[src/rtl/core/wcrc_pkg.sv]
// Shared constants and the parallel XOR-network masks for the word CRC block.
// The masks are built at elaboration from the bit-serial update rule.
// No dependencies.
package wcrc_pkg;

    localparam int unsigned WordWidth = 32;

    localparam logic [WordWidth-1:0] CRC_INIT = 32'hFFFF_FFFF;
    localparam logic [WordWidth-1:0] CRC_POLY = 32'h04C1_1DB7;

    // One row per result bit, one column per source bit
    typedef logic [WordWidth-1:0][WordWidth-1:0] mask_mat_t;

    // Bit-serial update over one word, MSB first. The polynomial goes in once
    // for the bit shifted out and once more for a set data bit.
    // Only used as a constant function to build the masks below.
    function automatic logic [WordWidth-1:0] crc_serial(
        input logic [WordWidth-1:0] acc_in,
        input logic [WordWidth-1:0] word
    );
        logic [WordWidth-1:0] acc;
        logic                 top;
        acc = acc_in;
        for (int i = WordWidth - 1; i >= 0; i--) begin
            top = acc[WordWidth-1];
            acc = {acc[WordWidth-2:0], 1'b0};
            if (top) begin
                acc = acc ^ CRC_POLY;
            end
            if (word[i]) begin
                acc = acc ^ CRC_POLY;
            end
        end
        return acc;
    endfunction

    // The update is linear over GF(2) in (state, word) with no constant term,
    // so each result bit is a parity over fixed subsets of both inputs.
    function automatic mask_mat_t gen_state_masks();
        mask_mat_t            m;
        logic [WordWidth-1:0] unit;
        logic [WordWidth-1:0] col;
        m = '0;
        for (int k = 0; k < WordWidth; k++) begin
            unit    = '0;
            unit[k] = 1'b1;
            col     = crc_serial(unit, '0);
            for (int j = 0; j < WordWidth; j++) begin
                m[j][k] = col[j];
            end
        end
        return m;
    endfunction

    function automatic mask_mat_t gen_data_masks();
        mask_mat_t            m;
        logic [WordWidth-1:0] unit;
        logic [WordWidth-1:0] col;
        m = '0;
        for (int k = 0; k < WordWidth; k++) begin
            unit    = '0;
            unit[k] = 1'b1;
            col     = crc_serial('0, unit);
            for (int j = 0; j < WordWidth; j++) begin
                m[j][k] = col[j];
            end
        end
        return m;
    endfunction

    localparam mask_mat_t STATE_MASK = gen_state_masks();
    localparam mask_mat_t DATA_MASK  = gen_data_masks();

endpackage

[src/rtl/core/word_crc32_nonstandard.sv]
// Top level of the word CRC block: input register, running CRC, result register.
// Depends on wcrc_pkg and wcrc_xor_net.
//
// Usage:
//   Input channel s_*: one 32-bit message word per transaction, s_last_word
//   flags the final word of a message. Result channel m_*: one CRC per
//   message, produced from the transaction that carried s_last_word.
//   Throughput: one word per clock, unless a last word waits on a held
//   result. Each word is absorbed by a flat parity network, so the running
//   CRC register closes its loop every cycle.
//   Result path: an accepted last word waits in the input register, is
//   absorbed, and its CRC is loaded into the result register, which
//   raises m_valid; a stall on m_ready can hold the word back first.
//   Reset (aresetn low, synchronous): both stages empty, running CRC loaded
//   with all ones, m_valid low.
//   Stall: while m_ready is low and a result is held, non-last words keep
//   flowing; a last word waits in the input register, and s_ready drops
//   only once that register is full and blocked.
//   After each message the running CRC reloads all ones.
module word_crc32_nonstandard
    import wcrc_pkg::*;
(
    input  logic                 aclk,
    input  logic                 aresetn,
    input  logic                 s_valid,
    output logic                 s_ready,
    input  logic [WordWidth-1:0] s_data_word,
    input  logic                 s_last_word,
    output logic                 m_valid,
    input  logic                 m_ready,
    output logic [WordWidth-1:0] m_crc_value
);

    logic                 in_valid_reg;
    logic                 in_valid_next;
    logic [WordWidth-1:0] in_data_reg;
    logic                 in_last_reg;
    logic [WordWidth-1:0] crc_reg;
    logic [WordWidth-1:0] crc_next;
    logic [WordWidth-1:0] crc_upd;
    logic                 out_valid_reg;
    logic                 out_valid_next;
    logic [WordWidth-1:0] out_crc_reg;
    logic                 out_free;
    logic                 proc_fire;
    logic                 s_fire;

    // Handshake and stage advance
    assign out_free  = !out_valid_reg || m_ready;
    assign proc_fire = in_valid_reg && (!in_last_reg || out_free);
    assign s_ready   = !in_valid_reg || proc_fire;
    assign s_fire    = s_valid && s_ready;

    // Word absorb
    wcrc_xor_net u_xor_net (
        .crc_in    (crc_reg),
        .data_word (in_data_reg),
        .crc_out   (crc_upd)
    );

    // Next-state logic
    always_comb begin
        in_valid_next = in_valid_reg;
        if (s_fire) begin
            in_valid_next = 1'b1;
        end else if (proc_fire) begin
            in_valid_next = 1'b0;
        end

        crc_next = crc_reg;
        if (proc_fire) begin
            crc_next = in_last_reg ? CRC_INIT : crc_upd;
        end

        out_valid_next = out_valid_reg;
        if (proc_fire && in_last_reg) begin
            out_valid_next = 1'b1;
        end else if (m_ready) begin
            out_valid_next = 1'b0;
        end
    end

    // Control and CRC state
    always_ff @(posedge aclk) begin
        if (!aresetn) begin
            in_valid_reg  <= 1'b0;
            crc_reg       <= CRC_INIT;
            out_valid_reg <= 1'b0;
        end else begin
            in_valid_reg  <= in_valid_next;
            crc_reg       <= crc_next;
            out_valid_reg <= out_valid_next;
        end
    end

    // Payload registers
    always_ff @(posedge aclk) begin
        if (s_fire) begin
            in_data_reg <= s_data_word;
            in_last_reg <= s_last_word;
        end
        if (proc_fire && in_last_reg) begin
            out_crc_reg <= crc_upd;
        end
    end

    assign m_valid     = out_valid_reg;
    assign m_crc_value = out_crc_reg;

    // Checks
    a_reset_init: assert property (@(posedge aclk)
        !aresetn |=> (crc_reg == CRC_INIT))
        else $error("running CRC not at init after reset");

    a_reload_after_last: assert property (@(posedge aclk) disable iff (!aresetn)
        (proc_fire && in_last_reg) |=> (crc_reg == CRC_INIT))
        else $error("running CRC not reloaded after last word");

    a_result_loaded: assert property (@(posedge aclk) disable iff (!aresetn)
        (proc_fire && in_last_reg) |=> (m_valid && (m_crc_value == $past(crc_upd))))
        else $error("result register not loaded from last word");

    a_no_overwrite: assert property (@(posedge aclk) disable iff (!aresetn)
        (proc_fire && in_last_reg) |-> (!out_valid_reg || m_ready))
        else $error("pending result overwritten");

endmodule

[src/rtl/core/wcrc_xor_net.sv]
// Parallel CRC update: absorbs one 32-bit word into the running value.
// Depends on wcrc_pkg for the elaboration-time XOR masks.
module wcrc_xor_net
    import wcrc_pkg::*;
(
    input  logic [WordWidth-1:0] crc_in,
    input  logic [WordWidth-1:0] data_word,
    output logic [WordWidth-1:0] crc_out
);

    // Each result bit is an independent parity tree
    always_comb begin
        for (int j = 0; j < WordWidth; j++) begin
            crc_out[j] = (^(crc_in & STATE_MASK[j])) ^ (^(data_word & DATA_MASK[j]));
        end
    end

endmodule

[config.mk]
export PLATFORM = sky130hd
export DESIGN_NAME = word_crc32_nonstandard
export DESIGN_NICKNAME = d
export VERILOG_FILES = /design/src/rtl/core/wcrc_pkg.sv /design/src/rtl/core/word_crc32_nonstandard.sv /design/src/rtl/core/wcrc_xor_net.sv
export SDC_FILE = /design/constraint.sdc
export NUM_CORES = 1
export LEC_CHECK = 0
export ABC_CLOCK_PERIOD_IN_PS = 4500
export BUFFER_PORTS_ARGS = -buffer_cell sky130_fd_sc_hd__buf_2
export CAP_MARGIN = 10
export CORE_UTILIZATION = 35
export DETAILED_ROUTE_END_ITERATION = 8
export GPL_TIMING_DRIVEN = 1
export PLACE_DENSITY = 0.64
export SLEW_MARGIN = 20
export SYNTH_ARGS = -nofsm -noshare
export SYNTH_HDL_FRONTEND = slang
export SYNTH_SLANG_ARGS = --single-unit
[constraint.sdc]
create_clock -name aclk -period 4.5 [get_ports aclk]
set_clock_uncertainty 0.05 [all_clocks]
set_input_delay 0 -clock aclk [delete_from_list [all_inputs] [get_ports aclk]]
set_output_delay 0 -clock aclk [all_outputs]
set_load 0.05 [all_outputs]
==> results.sh <==
export IMPL_crit_type="reg -> reg"
export IMPL_yosysUniqueCellTypes=34
export IMPL_dp_hpwl_mm=11.0
export IMPL_grt_max_degree=34
export IMPL_wl_met2_mm=6.80
export IMPL_clock_fmax_ghz=0.367
export IMPL_critPathCaptureType="flop"
export IMPL_cts_root_buf="clkbuf_16"
export IMPL_h_tree_depth=3
export IMPL_crit_chain="xnor2_2 > xnor2_1 > xnor2_1 > xnor3_1 > xnor2_1 > o22a_1"
export IMPL_syn_area_per_cell_um2=14.8
export IMPL_yosys_top_cells_count="xnor2_1, edfxtp_1, dfxtp_1"
export IMPL_synth_largest_area_cell="edfxtp_1"
export IMPL_viasPerCell=4.59
export IMPL_syn_cell_area_um2=6140
export IMPL_path_buf_inv=0
export IMPL_drt_iter0_drc=168
export IMPL_slew_limit_headroom_pct=37.2
export IMPL_nets=565
export IMPL_slew_viol_final=0
export IMPL_ys_top_cells_by_area="edfxtp_1, xnor2_1, xnor3_1"
export IMPL_gp_congestion=0.929
export IMPL_cpMaxStageDelayCell="xnor2_2"
export IMPL_synth_ff_type="edfxtp_1"
export IMPL_crit_path_max_fanout=5
export IMPL_first_global_vias=3631
export IMPL_antenna_found_initial=0
export IMPL_utilization_pct=43.1
export IMPL_synth_enable_flop_cells=65
export IMPL_layout_drive_gt1_share_pct=25.9
export IMPL_final_min_clock_period_ns=2.73
export IMPL_clkTransAtPathRegs_ns=0.07
export IMPL_route_met3_wl_um=708
export IMPL_final_area_um2=7430
export IMPL_critPathRequiredTime_ns=4.74
export IMPL_fp_dieH_um=134
export IMPL_io_pins=71
export IMPL_cts_buffers=9
export IMPL_firstDrtPassIters=4
export IMPL_wirelength_mm=14.5
export IMPL_insertion_delay_ns=0.36
export IMPL_critPathLaunchType="flop"
export IMPL_dpl_cell_area_um2=6790
export IMPL_grt_usage_pct=17.3
export IMPL_hold_viol=0
export IMPL_synth_top_area_share_pct=31.8
export IMPL_synth_nets=452
export IMPL_wl_met1_mm=6.69
export IMPL_worst_pin_slew_ns=0.935
export IMPL_cts_sinks=99
export IMPL_die_w_um=134
export IMPL_setup_tns_ns=0
export IMPL_routedWlPerCell_um=19.2
export IMPL_die_area_um2=18100
export IMPL_cts_tree="built"
export IMPL_post_route_period_util_pct=60.6
export IMPL_grt_pass1_wl_mm=22.3
export IMPL_slowest_delay_ns=0.47
export IMPL_maxUsedRoutingLayer="met4"
export IMPL_yosys_warnings=0
export IMPL_rsz0062_at_grt="no"
export IMPL_route_detailed_drc=0
export IMPL_diodes=0
export IMPL_overflow=0
export IMPL_syn_inst=415
export IMPL_arrival_ns=2.97
export IMPL_cp_top_family="XOR/XNOR gates"
export IMPL_nFillCells=1597
export IMPL_finalSetupViolCount=0
export IMPL_seq_area_frac_synth_pct=42.9
export IMPL_vias=3483
export IMPL_start_util_pct=35.6
export IMPL_row_count=48
export IMPL_holdCritPathClass="in -> reg"
export IMPL_fp_coreArea_um2=17200
export IMPL_ys_ff_latch=99
export IMPL_ant_nets=0
export IMPL_cts_resized=0
export IMPL_maxCapViolations=0
export IMPL_cpMostUsedCell="xnor2_1"
export IMPL_area_growth_pct=21.0
export IMPL_cts_buffer_depth=2
export IMPL_ys_async_sr_fraction_pct=0
export IMPL_io_buffers=70
export IMPL_run_status="finished, final reports clean"
export IMPL_synth_most_common_cell="xnor2_1"
==> what timing repair did <==
item / CTS / global route
hold buffers: 35 / 0
buffers inserted: 0 / 0
endpoints found under the hold margin: 35 / 0
==> area by class of cell <==
cell class              instances  area [µm²]  area share (%)
clock buffers                  10         229            3.08
clock inverters                 6        63.8           0.859
inverters                       1        3.75          0.0505
multi-input cells             309        3500            47.1
flip-flops and latches         99        2630            35.4
well taps                     225         282            3.79
repair buffers                108         723            9.73
==> metrics by stage <==
step | hold slack (ns) | instances | worst slack (ns)
2_1_floorplan | 0.0489 | 415 | 1.38
3_3_place_gp | 0.129 | 707 | 1.44
3_5_place_dp | 0.128 | 707 | 1.79
4_1_cts | 0.0368 | 758 | 1.77
5_1_grt | 0.0933 | 758 | 1.66
6_report | 0.0572 | 758 | 1.77
==> final timing paths <==
path,start,depth (start not counted),slack (ns),to
min,m_ready,4,0.06,m_valid$_SDFFE_PN0P_
max reg2reg,in_data_reg[21]$_DFFE_PP_,6,1.77,crc_reg[7]$_SDFFE_PN1P_
min reg2reg,crc_reg[15]$_SDFFE_PN1P_,1,0.44,crc_reg[15]$_SDFFE_PN1P_
max,in_data_reg[21]$_DFFE_PP_,6,1.77,crc_reg[7]$_SDFFE_PN1P_
==> tightest hold or removal path: cells and delay by family <==
family	cells	cell delay (ns)
AND/OR/NAND/NOR	2	0.19
AO/OA/AOI/OAI	1	0.16
buffers and inverters	1	0.07
==> routing by layer <==
metal | vias up | GRT usage, %
met2 | 99 | 27.8
met4 | 0 | 5.68
met5 | - | 0
li1 | 1644 | -
met3 | 17 | 3.38
met1 | 1723 | 23.4
==> cell families (layout without fill, tap and decap cells) <==
logic type,count (synthesis),in the layout,share of synthesized area [%]
buffers and inverters,7,125,0.591
muxes,1,1,0.163
and+or+nand+nor,45,45,3.36
xor gates and xnor gates,229,229,48.9
AOI/OAI and AO/OA,34,34,4.10
DFF,99,99,42.9
==> layout by cell type (no fill, tap or decap), drive strengths merged, types with 2 or more instances in the layout <==
master       count
xnor2          161
buf             73
edfxtp          65
xnor3           36
dlygate4sd3     35
dfxtp           34
xor2            25
nor2            23
o22a            12
o21ai           11
clkbuf          10
nand2            8
and2             8
a211o            7
xor3             7
nor2b            3
clkinv           3
nand3            2
inv              2
Power is not shown: default switching activity piles up to over one toggle a cycle in this logic, so the estimate is an artifact.
